--- src/sv/sh24_pkg.sv ---
// Package for the SipHash-2-4 stream unit: item, job and result types,
// initialization constants and the round and fold functions.
// No dependencies.
package sh24_pkg;

   localparam logic [63:0] INIT_C0 = 64'h736f6d6570736575;
   localparam logic [63:0] INIT_C1 = 64'h646f72616e646f6d;
   localparam logic [63:0] INIT_C2 = 64'h6c7967656e657261;
   localparam logic [63:0] INIT_C3 = 64'h7465646279746573;

   localparam logic [7:0] TWEAK_NARROW = 8'hff;
   localparam logic [7:0] TWEAK_WIDE   = 8'hee;
   localparam logic [7:0] TWEAK_HIGH   = 8'hdd;

   localparam int CSR_INDEX_W = 2;
   localparam logic [CSR_INDEX_W-1:0] CSR_KEY_LOW     = 2'd0;
   localparam logic [CSR_INDEX_W-1:0] CSR_KEY_HIGH    = 2'd1;
   localparam logic [CSR_INDEX_W-1:0] CSR_WIDE_OUTPUT = 2'd2;

   localparam int QUEUE_DEPTH = 4;
   localparam int QUEUE_PTR_W = $clog2(QUEUE_DEPTH);

   typedef struct packed {
      logic [7:0] data_byte;
      logic       byte_present;
      logic       message_end;
   } req_type;

   typedef struct packed {
      logic [63:0] hash_word;
      logic        final_word;
   } rsp_type;

   typedef enum logic [1:0] {
      JOB_WORD       = 2'd0,
      JOB_FINAL      = 2'd1,
      JOB_WORD_FINAL = 2'd2
   } job_kind_type;

   typedef struct packed {
      logic [63:0]  word;
      logic [7:0]   pad_len;
      logic         first;
      logic         wide;
      job_kind_type kind;
   } job_type;

   typedef logic [3:0][63:0] sip_state_type;

   function automatic logic [63:0] rotl(logic [63:0] x, int unsigned n);
      return (x << n) | (x >> (64 - n));
   endfunction

   function automatic sip_state_type sip_round(sip_state_type v);
      logic [63:0] a;
      logic [63:0] b;
      logic [63:0] c;
      logic [63:0] d;
      a = v[0];
      b = v[1];
      c = v[2];
      d = v[3];
      a = a + b;  b = rotl(b, 13); b = b ^ a; a = rotl(a, 32);
      c = c + d;  d = rotl(d, 16); d = d ^ c;
      a = a + d;  d = rotl(d, 21); d = d ^ a;
      c = c + b;  b = rotl(b, 17); b = b ^ c; c = rotl(c, 32);
      return {d, c, b, a};
   endfunction

   function automatic logic [63:0] fold(sip_state_type v);
      return v[0] ^ v[1] ^ v[2] ^ v[3];
   endfunction

endpackage

--- src/sv/sh24_front.sv ---
// Front end: accepts byte items, packs little-endian words, tracks count and
// length, and pushes compression jobs. Depends on sh24_pkg.
module sh24_front (
   input  logic             clock,
   input  logic             reset,
   input  logic             req_valid,
   output logic             req_ready,
   input  sh24_pkg::req_type req_data,
   input  logic             wide_output,
   output logic             push_valid,
   output sh24_pkg::job_type push_job,
   input  logic             push_full
);
   import sh24_pkg::*;

   logic [6:0][7:0] pend_ff, pend_in, pend_new;
   logic [2:0]      count_ff, count_in;
   logic [7:0]      len_ff, len_in;
   logic            open_ff, open_in;
   logic            wide_ff, wide_in;
   logic            first_ff, first_in;

   logic            accept;
   logic            active;
   logic [2:0]      cnt_cur;
   logic [2:0]      tail_cnt;
   logic [7:0]      len_cur;
   logic            wide_cur;
   logic            first_cur;
   logic [63:0]     tail_word;

   assign req_ready = !push_full;
   assign accept    = req_valid && req_ready;
   assign active    = accept && (req_data.byte_present || req_data.message_end);

   assign cnt_cur   = open_ff ? count_ff : 3'd0;
   assign len_cur   = (open_ff ? len_ff : 8'd0) + {7'd0, req_data.byte_present};
   assign wide_cur  = open_ff ? wide_ff : wide_output;
   assign first_cur = open_ff ? first_ff : 1'b1;

   always_comb begin
      pend_new = pend_ff;
      tail_cnt = cnt_cur;
      if (req_data.byte_present && cnt_cur != 3'd7) begin
         pend_new[cnt_cur] = req_data.data_byte;
         tail_cnt          = cnt_cur + 3'd1;
      end
      tail_word = '0;
      for (int i = 0; i < 7; i++) begin
         tail_word[8*i +: 8] = (3'(i) < tail_cnt) ? pend_new[i] : 8'h00;
      end
      tail_word[63:56] = len_cur;
   end

   always_comb begin
      pend_in          = pend_ff;
      count_in         = count_ff;
      len_in           = len_ff;
      open_in          = open_ff;
      wide_in          = wide_ff;
      first_in         = first_ff;
      push_valid       = 1'b0;
      push_job.word    = {req_data.data_byte, pend_ff};
      push_job.pad_len = len_cur;
      push_job.first   = first_cur;
      push_job.wide    = wide_cur;
      push_job.kind    = JOB_WORD;
      if (active) begin
         len_in   = len_cur;
         wide_in  = wide_cur;
         first_in = first_cur;
         open_in  = !req_data.message_end;
         if (req_data.byte_present && cnt_cur == 3'd7) begin
            push_valid    = 1'b1;
            first_in      = 1'b0;
            count_in      = 3'd0;
            push_job.kind = req_data.message_end ? JOB_WORD_FINAL : JOB_WORD;
         end else begin
            pend_in  = pend_new;
            count_in = tail_cnt;
            if (req_data.message_end) begin
               push_valid    = 1'b1;
               first_in      = 1'b0;
               count_in      = 3'd0;
               push_job.word = tail_word;
               push_job.kind = JOB_FINAL;
            end
         end
      end
   end

   always_ff @(posedge clock) begin
      pend_ff <= pend_in;
      if (reset) begin
         count_ff <= '0;
         len_ff   <= '0;
         open_ff  <= 1'b0;
         wide_ff  <= 1'b0;
         first_ff <= 1'b0;
      end else begin
         count_ff <= count_in;
         len_ff   <= len_in;
         open_ff  <= open_in;
         wide_ff  <= wide_in;
         first_ff <= first_in;
      end
   end

endmodule

--- src/sv/sh24_queue.sv ---
// Job queue between the front end and the round engine.
// Depends on sh24_pkg.
module sh24_queue (
   input  logic              clock,
   input  logic              reset,
   input  logic              push_valid,
   input  sh24_pkg::job_type push_job,
   output logic              full,
   output logic              pop_valid,
   output sh24_pkg::job_type pop_job,
   input  logic              pop
);
   import sh24_pkg::*;

   job_type                entry_ff [QUEUE_DEPTH];
   logic [QUEUE_PTR_W-1:0] wr_ptr_ff, wr_ptr_in;
   logic [QUEUE_PTR_W-1:0] rd_ptr_ff, rd_ptr_in;
   logic [QUEUE_PTR_W:0]   count_ff, count_in;
   logic                   do_push;
   logic                   do_pop;

   assign full      = count_ff == (QUEUE_PTR_W+1)'(QUEUE_DEPTH);
   assign pop_valid = count_ff != '0;
   assign pop_job   = entry_ff[rd_ptr_ff];
   assign do_push   = push_valid && !full;
   assign do_pop    = pop && pop_valid;

   always_comb begin
      wr_ptr_in = do_push ? wr_ptr_ff + 1'b1 : wr_ptr_ff;
      rd_ptr_in = do_pop ? rd_ptr_ff + 1'b1 : rd_ptr_ff;
      count_in  = count_ff;
      if (do_push && !do_pop) begin
         count_in = count_ff + 1'b1;
      end else if (do_pop && !do_push) begin
         count_in = count_ff - 1'b1;
      end
   end

   always_ff @(posedge clock) begin
      if (do_push) begin
         entry_ff[wr_ptr_ff] <= push_job;
      end
   end

   always_ff @(posedge clock) begin
      if (reset) begin
         wr_ptr_ff <= '0;
         rd_ptr_ff <= '0;
         count_ff  <= '0;
      end else begin
         wr_ptr_ff <= wr_ptr_in;
         rd_ptr_ff <= rd_ptr_in;
         count_ff  <= count_in;
      end
   end

endmodule

--- src/sv/sh24_core.sv ---
// Round engine: one SipHash round per cycle for compression and
// finalization, with a registered result stage. Depends on sh24_pkg.
module sh24_core (
   input  logic              clock,
   input  logic              reset,
   input  logic              job_valid,
   input  sh24_pkg::job_type job,
   output logic              job_pop,
   input  logic [63:0]       key_low,
   input  logic [63:0]       key_high,
   output logic              rsp_valid,
   input  logic              rsp_ready,
   output sh24_pkg::rsp_type rsp_data
);
   import sh24_pkg::*;

   typedef enum logic [4:0] {
      ST_IDLE  = 5'b00001,
      ST_COMP1 = 5'b00010,
      ST_COMP2 = 5'b00100,
      ST_FIN   = 5'b01000,
      ST_EMIT  = 5'b10000
   } core_state_type;

   core_state_type state_ff, state_in;
   sip_state_type  v_ff, v_in;
   logic [63:0]    m_ff, m_in;
   logic [7:0]     pad_ff, pad_in;
   job_kind_type   kind_ff, kind_in;
   logic           wide_ff, wide_in;
   logic           half_ff, half_in;
   logic [1:0]     rcnt_ff, rcnt_in;
   logic           rsp_valid_ff, rsp_valid_in;
   rsp_type        rsp_ff, rsp_in;

   sip_state_type  init;
   sip_state_type  round_src;
   sip_state_type  round_out;
   logic           emit;

   always_comb begin
      init[0] = key_low ^ INIT_C0;
      init[1] = key_high ^ INIT_C1 ^ {56'd0, job.wide ? TWEAK_WIDE : 8'h00};
      init[2] = key_low ^ INIT_C2;
      init[3] = key_high ^ INIT_C3;
      round_src = v_ff;
      if (state_ff == ST_IDLE) begin
         round_src    = job.first ? init : v_ff;
         round_src[3] = round_src[3] ^ job.word;
      end else if (state_ff == ST_COMP1) begin
         round_src[3] = v_ff[3] ^ m_ff;
      end
      round_out = sip_round(round_src);
   end

   always_comb begin
      state_in = state_ff;
      v_in     = v_ff;
      m_in     = m_ff;
      pad_in   = pad_ff;
      kind_in  = kind_ff;
      wide_in  = wide_ff;
      half_in  = half_ff;
      rcnt_in  = rcnt_ff;
      rsp_in   = rsp_ff;
      job_pop  = 1'b0;
      emit     = 1'b0;
      unique case (state_ff)
         ST_IDLE: begin
            if (job_valid) begin
               job_pop  = 1'b1;
               v_in     = round_out;
               m_in     = job.word;
               pad_in   = job.pad_len;
               kind_in  = job.kind;
               wide_in  = job.wide;
               state_in = ST_COMP2;
            end
         end
         ST_COMP1: begin
            v_in     = round_out;
            state_in = ST_COMP2;
         end
         ST_COMP2: begin
            v_in    = round_out;
            v_in[0] = round_out[0] ^ m_ff;
            unique case (kind_ff)
               JOB_WORD: begin
                  state_in = ST_IDLE;
               end
               JOB_WORD_FINAL: begin
                  m_in     = {pad_ff, 56'd0};
                  kind_in  = JOB_FINAL;
                  state_in = ST_COMP1;
               end
               JOB_FINAL: begin
                  v_in[2]  = round_out[2] ^ {56'd0, wide_ff ? TWEAK_WIDE : TWEAK_NARROW};
                  rcnt_in  = 2'd0;
                  half_in  = 1'b0;
                  state_in = ST_FIN;
               end
               default: begin
                  state_in = ST_IDLE;
               end
            endcase
         end
         ST_FIN: begin
            v_in    = round_out;
            rcnt_in = rcnt_ff + 2'd1;
            if (rcnt_ff == 2'd3) begin
               state_in = ST_EMIT;
            end
         end
         ST_EMIT: begin
            if (!rsp_valid_ff || rsp_ready) begin
               emit              = 1'b1;
               rsp_in.hash_word  = fold(v_ff);
               rsp_in.final_word = !wide_ff || half_ff;
               if (wide_ff && !half_ff) begin
                  v_in[1]  = v_ff[1] ^ {56'd0, TWEAK_HIGH};
                  half_in  = 1'b1;
                  rcnt_in  = 2'd0;
                  state_in = ST_FIN;
               end else begin
                  state_in = ST_IDLE;
               end
            end
         end
         default: begin
            state_in = ST_IDLE;
         end
      endcase
      rsp_valid_in = emit || (rsp_valid_ff && !rsp_ready);
   end

   always_ff @(posedge clock) begin
      v_ff   <= v_in;
      m_ff   <= m_in;
      pad_ff <= pad_in;
      rsp_ff <= rsp_in;
      if (reset) begin
         state_ff     <= ST_IDLE;
         kind_ff      <= JOB_WORD;
         wide_ff      <= 1'b0;
         half_ff      <= 1'b0;
         rcnt_ff      <= '0;
         rsp_valid_ff <= 1'b0;
      end else begin
         state_ff     <= state_in;
         kind_ff      <= kind_in;
         wide_ff      <= wide_in;
         half_ff      <= half_in;
         rcnt_ff      <= rcnt_in;
         rsp_valid_ff <= rsp_valid_in;
      end
   end

   assign rsp_valid = rsp_valid_ff;
   assign rsp_data  = rsp_ff;

   a_fin_to_emit: assert property (@(posedge clock) disable iff (reset)
      (state_ff == ST_FIN && rcnt_ff == 2'd3) |=> state_ff == ST_EMIT)
      else $error("finalization did not end after four rounds");

   a_emit_holds: assert property (@(posedge clock) disable iff (reset)
      (state_ff == ST_EMIT && rsp_valid_ff && !rsp_ready) |=> state_ff == ST_EMIT)
      else $error("result dropped while output stage was full");

   a_rise_from_emit: assert property (@(posedge clock) disable iff (reset)
      $rose(rsp_valid_ff) |-> $past(state_ff == ST_EMIT))
      else $error("result raised outside the emit state");

   a_half_only_wide: assert property (@(posedge clock) disable iff (reset)
      (state_ff == ST_EMIT && half_ff) |-> wide_ff)
      else $error("second half emitted in 64-bit mode");

endmodule

--- src/sv/siphash_2_4_stream_unit.sv ---
// Top level of the SipHash-2-4 stream unit: key and mode registers, front
// end, job queue and round engine. Depends on sh24_pkg, sh24_front,
// sh24_queue and sh24_core.
//
// Takes one message byte per cycle. Bytes are packed into little-endian
// 64-bit words; each full word goes through a four-entry job queue to a
// round engine that runs one SipHash round per cycle, so byte input never
// waits in steady streaming. At a message end the engine compresses the
// last word (then a length word when the message length is a multiple of
// eight) and finalizes before the 64-bit hash appears, and again for the
// second word of the 128-bit hash; the input stalls only when the queue
// fills behind finalization or behind a result the receiver has not taken.
// The mode is sampled when a message opens and the key when the first word
// of the message reaches the engine; write them only while the unit is idle.
module siphash_2_4_stream_unit (
   input  logic                                  clock,
   input  logic                                  reset,
   input  logic                                  req_valid,
   output logic                                  req_ready,
   input  sh24_pkg::req_type                     req_data,
   output logic                                  rsp_valid,
   input  logic                                  rsp_ready,
   output sh24_pkg::rsp_type                     rsp_data,
   input  logic                                  csr_write_en,
   input  logic [sh24_pkg::CSR_INDEX_W-1:0]      csr_index,
   input  logic [63:0]                           csr_wdata
);
   import sh24_pkg::*;

   logic [63:0] key_low_ff, key_low_in;
   logic [63:0] key_high_ff, key_high_in;
   logic        wide_output_ff, wide_output_in;

   logic        push_valid;
   job_type     push_job;
   logic        queue_full;
   logic        job_valid;
   job_type     job;
   logic        job_pop;

   always_comb begin
      key_low_in     = key_low_ff;
      key_high_in    = key_high_ff;
      wide_output_in = wide_output_ff;
      if (csr_write_en) begin
         unique case (csr_index)
            CSR_KEY_LOW:     key_low_in     = csr_wdata;
            CSR_KEY_HIGH:    key_high_in    = csr_wdata;
            CSR_WIDE_OUTPUT: wide_output_in = csr_wdata[0];
            default: begin
            end
         endcase
      end
   end

   always_ff @(posedge clock) begin
      if (reset) begin
         key_low_ff     <= '0;
         key_high_ff    <= '0;
         wide_output_ff <= 1'b0;
      end else begin
         key_low_ff     <= key_low_in;
         key_high_ff    <= key_high_in;
         wide_output_ff <= wide_output_in;
      end
   end

   sh24_front u_front (
      .clock       (clock),
      .reset       (reset),
      .req_valid   (req_valid),
      .req_ready   (req_ready),
      .req_data    (req_data),
      .wide_output (wide_output_ff),
      .push_valid  (push_valid),
      .push_job    (push_job),
      .push_full   (queue_full)
   );

   sh24_queue u_queue (
      .clock      (clock),
      .reset      (reset),
      .push_valid (push_valid),
      .push_job   (push_job),
      .full       (queue_full),
      .pop_valid  (job_valid),
      .pop_job    (job),
      .pop        (job_pop)
   );

   sh24_core u_core (
      .clock     (clock),
      .reset     (reset),
      .job_valid (job_valid),
      .job       (job),
      .job_pop   (job_pop),
      .key_low   (key_low_ff),
      .key_high  (key_high_ff),
      .rsp_valid (rsp_valid),
      .rsp_ready (rsp_ready),
      .rsp_data  (rsp_data)
   );

endmodule
--- config.mk ---
export PLATFORM = sky130hd
export DESIGN_NAME = siphash_2_4_stream_unit
export DESIGN_NICKNAME = d
export VERILOG_FILES = /design/src/sv/sh24_pkg.sv /design/src/sv/sh24_front.sv /design/src/sv/sh24_queue.sv /design/src/sv/sh24_core.sv /design/src/sv/siphash_2_4_stream_unit.sv
export SDC_FILE = /design/constraint.sdc
export NUM_CORES = 2
export LEC_CHECK = 0
export BUFFER_PORTS_ARGS = -buffer_cell sky130_fd_sc_hd__buf_4
export CORE_ASPECT_RATIO = 1.1
export CORE_MARGIN = 2
export CORE_UTILIZATION = 46
export DETAILED_ROUTE_END_ITERATION = 6
export PLACE_DENSITY = 0.69
export SETUP_SLACK_MARGIN = 0.1
export SLEW_MARGIN = 20
export SYNTH_ARGS = -nofsm -noshare
export SYNTH_HDL_FRONTEND = slang
export SYNTH_SLANG_ARGS = --single-unit
--- constraint.sdc ---
create_clock -name clock -period 15.4 [get_ports clock]
set_input_delay 1.54 -clock clock [delete_from_list [all_inputs] [get_ports clock]]
set_output_delay 1.54 -clock clock [all_outputs]
set_load 0.1 [all_outputs]
After elaboration in Yosys (flattened, before gate mapping)
Memory sizes are Yosys's and may differ from the RTL's. A register that Yosys moved wholly into a read port is not among the register bits.
Cells that the tools add are included.
- register bits after elaboration: 611
- bits in writable memories: 304
- input bits: 81
- output and inout port bits: 67
- word-level logic and storage cells: 218
- memories: 1
- add/sub/neg operators: 11
- $lt $le $gt $ge: 9
- equality and inequality tests: 19
- multiplexer cells: 73
- bitwise logic cells: 25
- reduce and logical (&&, ||, !) cells: 47
- memories (name ; words ; width ; rd ports ; clocked after Yosys merged registers in ; wr ports ; line ; text):
    u_queue.entry_ff ; 4 ; 76 ; 1 ; 1 ; 1 ; sh24_queue.sv:15 ; job_type entry_ff [QUEUE_DEPTH];
- operators with widths (kind ; count):
    $xor 64x64->64 ; 10
    $mux 64 ; 9
    $mux 256 ; 2
    $pmux 128 s3 ; 1
    $pmux 64 s3 ; 2
    $add 64x64->64 ; 4
    $mux 192 ; 1
    $or 64x32->64 ; 2
    $pmux 64 s2 ; 1
    $xor 64x8->64 ; 2
    $mux 8 ; 11
    $or 64x13->64 ; 1
    $or 64x16->64 ; 1
    $or 64x17->64 ; 1
    $or 64x21->64 ; 1
    $bwmux 56 ; 1
    $mux 56 ; 1
    $not 37->37 ; 1
    $not 35->35 ; 1
    $not 34->34 ; 1
    $not 32->32 ; 1
    $pmux 5 s5 ; 1
    $demux 8 s3 ; 1
    $mux 2 ; 10
    41 further kinds ; 117

Depth between registers and ports, before layout
- depth in word-level cells: 11
- depth in mapped cells: 42
- depth with buffers taken out: 35

Modules after synthesis
From an unflattened synthesis, not the netlist that was laid out.
- cell total of the unflattened synthesis: 5730
- area, all modules: 59607.2 µm²
- by module, submodules not included (module ; times used ; cells each ; area an instance (µm²) ; seq. area each (µm²)):
    sh24_core ; 1 ; 4384 ; 38306.7 ; 12041.5
    sh24_queue ; 1 ; 445 ; 11469.8 ; 9308.9
    siphash_2_4_stream_unit ; 1 ; 491 ; 5288.8 ; 2582.5
    sh24_front ; 1 ; 410 ; 4541.9 ; 1961.9

Worst setup path after synthesis
Ideal clock, no wire load.
- path type: reg-to-reg
- start point: reg u_core.state_ff[4]
- end point: reg u_core.v_ff[0] (netlist name) (enable)
- library setup time: 0.858 ns
- arrival time: 12.889 ns
- required time: 14.542 ns
- setup slack: 1.653 ns
- cell stages (with the launch flop): 13
- path buffers: 8
- clock period less this slack: 13.747 ns
- path through: dfxtp_1 > buf_6 > nor4_1 > and2_1 > buf_4 > buf_6 > buf_4 > buf_2 > buf_1 > clkbuf_1 > buf_1 > nor2_1 > a31oi_1
- cells in the longest elaborated chain, start to end: 4
- ends and longest elaborated chain (what ; line ; text):
    from (decl) ; sh24_core.sv:25 ; core_state_type state_ff, state_in;
    from (signal assigned) ; sh24_core.sv:149 ; state_ff <= state_in;
    $eq 5x4->1 or $eq 5x2->1 (tied branches) ; sh24_core.sv:68 ; unique case (state_ff)
    $reduce_or 2->1 (no source line) ; -- ;
    $reduce_bool 3->1 (no source line) ; -- ;
    $reduce_and 2->1 (no source line) * ; -- ;
    to (signal assigned) ; sh24_core.sv:137 ; v_ff <= v_in;
    to (decl) ; sh24_core.sv:26 ; sip_state_type v_ff, v_in;
Every way passes the cells marked *; elsewhere a longest branch is shown, timed or not.
A chain may end at the register's enable or synchronous reset.

==> impl_metrics.yaml <==
hold_path:
  holdPathStages: 2
  min_from: "u_front.wide_ff"
  whs_endpoint: "u_front.wide_ff"
  hold_path.class: "flop to flop"
critical_path:
  crit_top_cell: "a21oi_1"
  rrSetupSlack_ns: 3.37
  worstReg2RegEnd: "u_core.v_ff[96]"
  crit_type: "flop to flop"
  max_stage_delay_ns: 0.90
  setup.worst_path.end_class: "flop"
  cp_slowest_cell: "xnor2_1"
  worst_setup_path_start_kind: "flop"
  reg2regPathDepth: 33
  cp.required_ns: 15.96
  critPathMaxFanout: 37
  arrival_ns: 12.59
placement:
  io_buffers: 147
  dpl.hpwl_um: 248000
  gp_congestion: 1.20
  dpl_cell_area_um2: 62300
timing:
  layout_min_cycle_time_ns: 12.03
  tns_ns: 0
  tightest_slew_ns: 1.36
  drv_slew: 0
  fmax_mhz: 83.1
  finalSetupViolCount: 0
  finalClockSkew_ns: 0.0650
  slew_headroom: 0.0906
  finalHoldViolCount: 0
  grt_setup_unrepaired: "no"
  finalCritPeriodShare: 0.781
clock_network:
  htreeDepth: 3
  clock-root-buffer: "clkbuf_16"
  clk_latency_ns: 0.78
  post_cts_buffers: 0
  path_clk_slew_ns: 0.06
  cts.sinks: 917
  clockBufferDepth: 3
  hold_buffers: 0
  cts_resized: 0
  cts_tree: "built"
  cts_buffers: 99
yosys:
  ys_warn_count: 0
  synth_cells: 5850
  ys_async_sr_fraction: 0
  ys_seq_elements: 917
  synth_adder_area_share: 0.0574
  yosysSeqAreaShare: 0.439
  synth_fp_nets: 6196
  synth_top_family_by_area: "compound AO/OA/AOI/OAI gates"
  synthMuxAreaShare: 0.0444
  avgSynthCellArea_um2: 10.1
  synth_ff_type: "edfxtp_1"
  synth_compound_area_frac: 0.170
  synth_cell_types: 113
  yosys.area_share.simple: 0.131
  synth-xor-area-share: 0.130
  synth_edf_count: 753
  netlist_area_um2: 59000
routing:
  routed_wirelength_um: 307000
  vias_per_cell: 6.70
  maxUsedRoutingLayer: "met5"
  wl_met1_um: 109000
  first_pass_iters: 7
  routed-wl-met3_um: 35900
  drt-initial-drc-count: 8154
  drc: 21
  wl_met2_um: 131000
  num_vias: 51800
  avgRoutedWirePerCell_um: 39.7
  antenna_left: 0
floorplan:
  start_util: 0.464
  die_w_um: 345
  rows: 137
  io_pins: 148
  die_h_um: 379
  dieArea_um2: 131000
  fp.coreArea_um2: 127000
global_route:
  track_usage: 0.459
  antenna_found_initial: 23
  grt_max_degree: 86
  grt_overflow: 0
  grt_pass1_wl_um: 408000
  grt_pass1_vias: 48000
cells_and_area:
  post-route-util: 0.518
  final_area_um2: 65800
  finalNetCount: 6310
  drive_gt1_frac: 0.114
  area_growth_pct: 11.7
run:
  maxCapViolCount: 0
run_status:
  status: "finished with violations"
  violations: "DRC"
==> layout make-up <==
class	instances	area, um2
Fill cell	11400	61200
Multi-Input combinational cell	4523	31800
Sequential cell	917	25900
Clock buffer	123	2660
Tap cell	1668	2090
Timing Repair Buffer	276	2080
Clock inverter	65	697
Inverter	147	552
Antenna cell	19	47.5
==> stage by stage <==
stage | setup WS [ns] | hold slack, ns | cells
2_1_floorplan | 1.65 | 0.432 | 5850
3_3_place_gp | 3.86 | 0.438 | 7526
3_5_place_dp | 4.01 | 0.445 | 7528
4_1_cts | 3.96 | 0.455 | 7716
5_1_grt | 3.33 | 0.473 | 7719
6_report | 3.37 | 0.455 | 7738
==> routing by layer <==
layer  up-vias  GRT usage
met4        12      0.393
met5         -          0
met2      3746      0.687
met3       962      0.150
met1     25500      0.534
li1      21600          -
==> worst max-delay path: cells and delay by family, from the launching register on <==
family | cells | cell delay, ns
compound gates | 13 | 4.09
xor+xnor | 3 | 2.08
fa+ha+maj | 3 | 1.15
buf+inv | 3 | 0.68
flops | 1 | 0.61
mux | 1 | 0.55
simple gates | 10 | 2.58
==> cells by family after synthesis <==
| family | Yosys count |
|---|---|
| simple gates | 1727 |
| compound gates | 1539 |
| flops | 917 |
| xor+xnor | 829 |
| buf+inv | 410 |
| fa+ha+maj | 268 |
| mux | 160 |
==> layout by cell type (no fill, tap or decap), types with 54 or more instances in the layout <==
| master | count |
|---|---|
| nor2_1 | 272 |
| o21ai_0 | 343 |
| a21oi_1 | 505 |
| nor3_1 | 54 |
| nand3_1 | 74 |
| ha_1 | 260 |
| mux4_2 | 76 |
| a21o_1 | 143 |
| clkbuf_16 | 101 |
| xor2_1 | 307 |
| xnor2_1 | 457 |
| a22o_1 | 79 |
| and2_1 | 89 |
| nand2_1 | 945 |
| dfxtp_1 | 162 |
| inv_1 | 146 |
| buf_4 | 270 |
| edfxtp_1 | 753 |
==> synth_stat cells, drive strengths merged (56+ instances only) <==
cell    instances  area (um2)
ha            260        3250
nor3           56         292
nand2         948        3560
a21o          143        1070
buf            58         299
xor2          319        2810
mux4           76        1710
nand3          76         385
edfxtp        753       22600
xnor2         482        4240
o21ai         356        1780
dfxtp         164        3280
a21oi         511        2580
nor2          274        1040
clkbuf        205         771
a22o           79         692
inv           146         548
and2           95         594
==> worst max path at each step <==
stage                       start         endpoint  slack, ns
2_1_floorplan  u_core.state_ff[4]   u_core.v_ff[0]       1.65
3_3_place_gp                 flop  u_core.v_ff[96]       3.86
3_5_place_dp                 flop  u_core.v_ff[96]       4.01
4_1_cts                      flop  u_core.v_ff[96]       3.96
5_1_grt                      flop  u_core.v_ff[96]       3.33
6_report                     flop  u_core.v_ff[96]       3.37
==> sequential cells by signal (all words and copies together), names as in the netlist, named ones only <==
| name | cells |
|---|---|
| key_high_ff | 64 |
| u_core.rsp_valid | 1 |
| u_front.pend_ff | 56 |
| u_front.first_ff | 1 |
| u_core.half_ff | 1 |
| u_core.state_ff | 5 |
| u_queue.entry_ff | 304 |
| u_core.wide_ff | 1 |
| u_front.count_ff | 3 |
| u_core.v_ff | 256 |
| u_core.m_ff | 64 |
| u_front.open_ff | 1 |
| u_front.len_ff | 8 |
| u_queue.count_ff | 3 |
| wide_output_ff | 1 |
| u_core.pad_ff | 8 |
| u_core.rcnt_ff | 2 |
| key_low_ff | 64 |
| u_queue.rd_ptr_ff | 2 |
| u_core.rsp_data | 65 |
| u_queue.wr_ptr_ff | 2 |
| u_core.kind_ff | 2 |
| u_front.wide_ff | 1 |
Power is left out: the tool's default activity adds up to more than one toggle a clock period on the data nets, which glitch-free logic cannot reach.
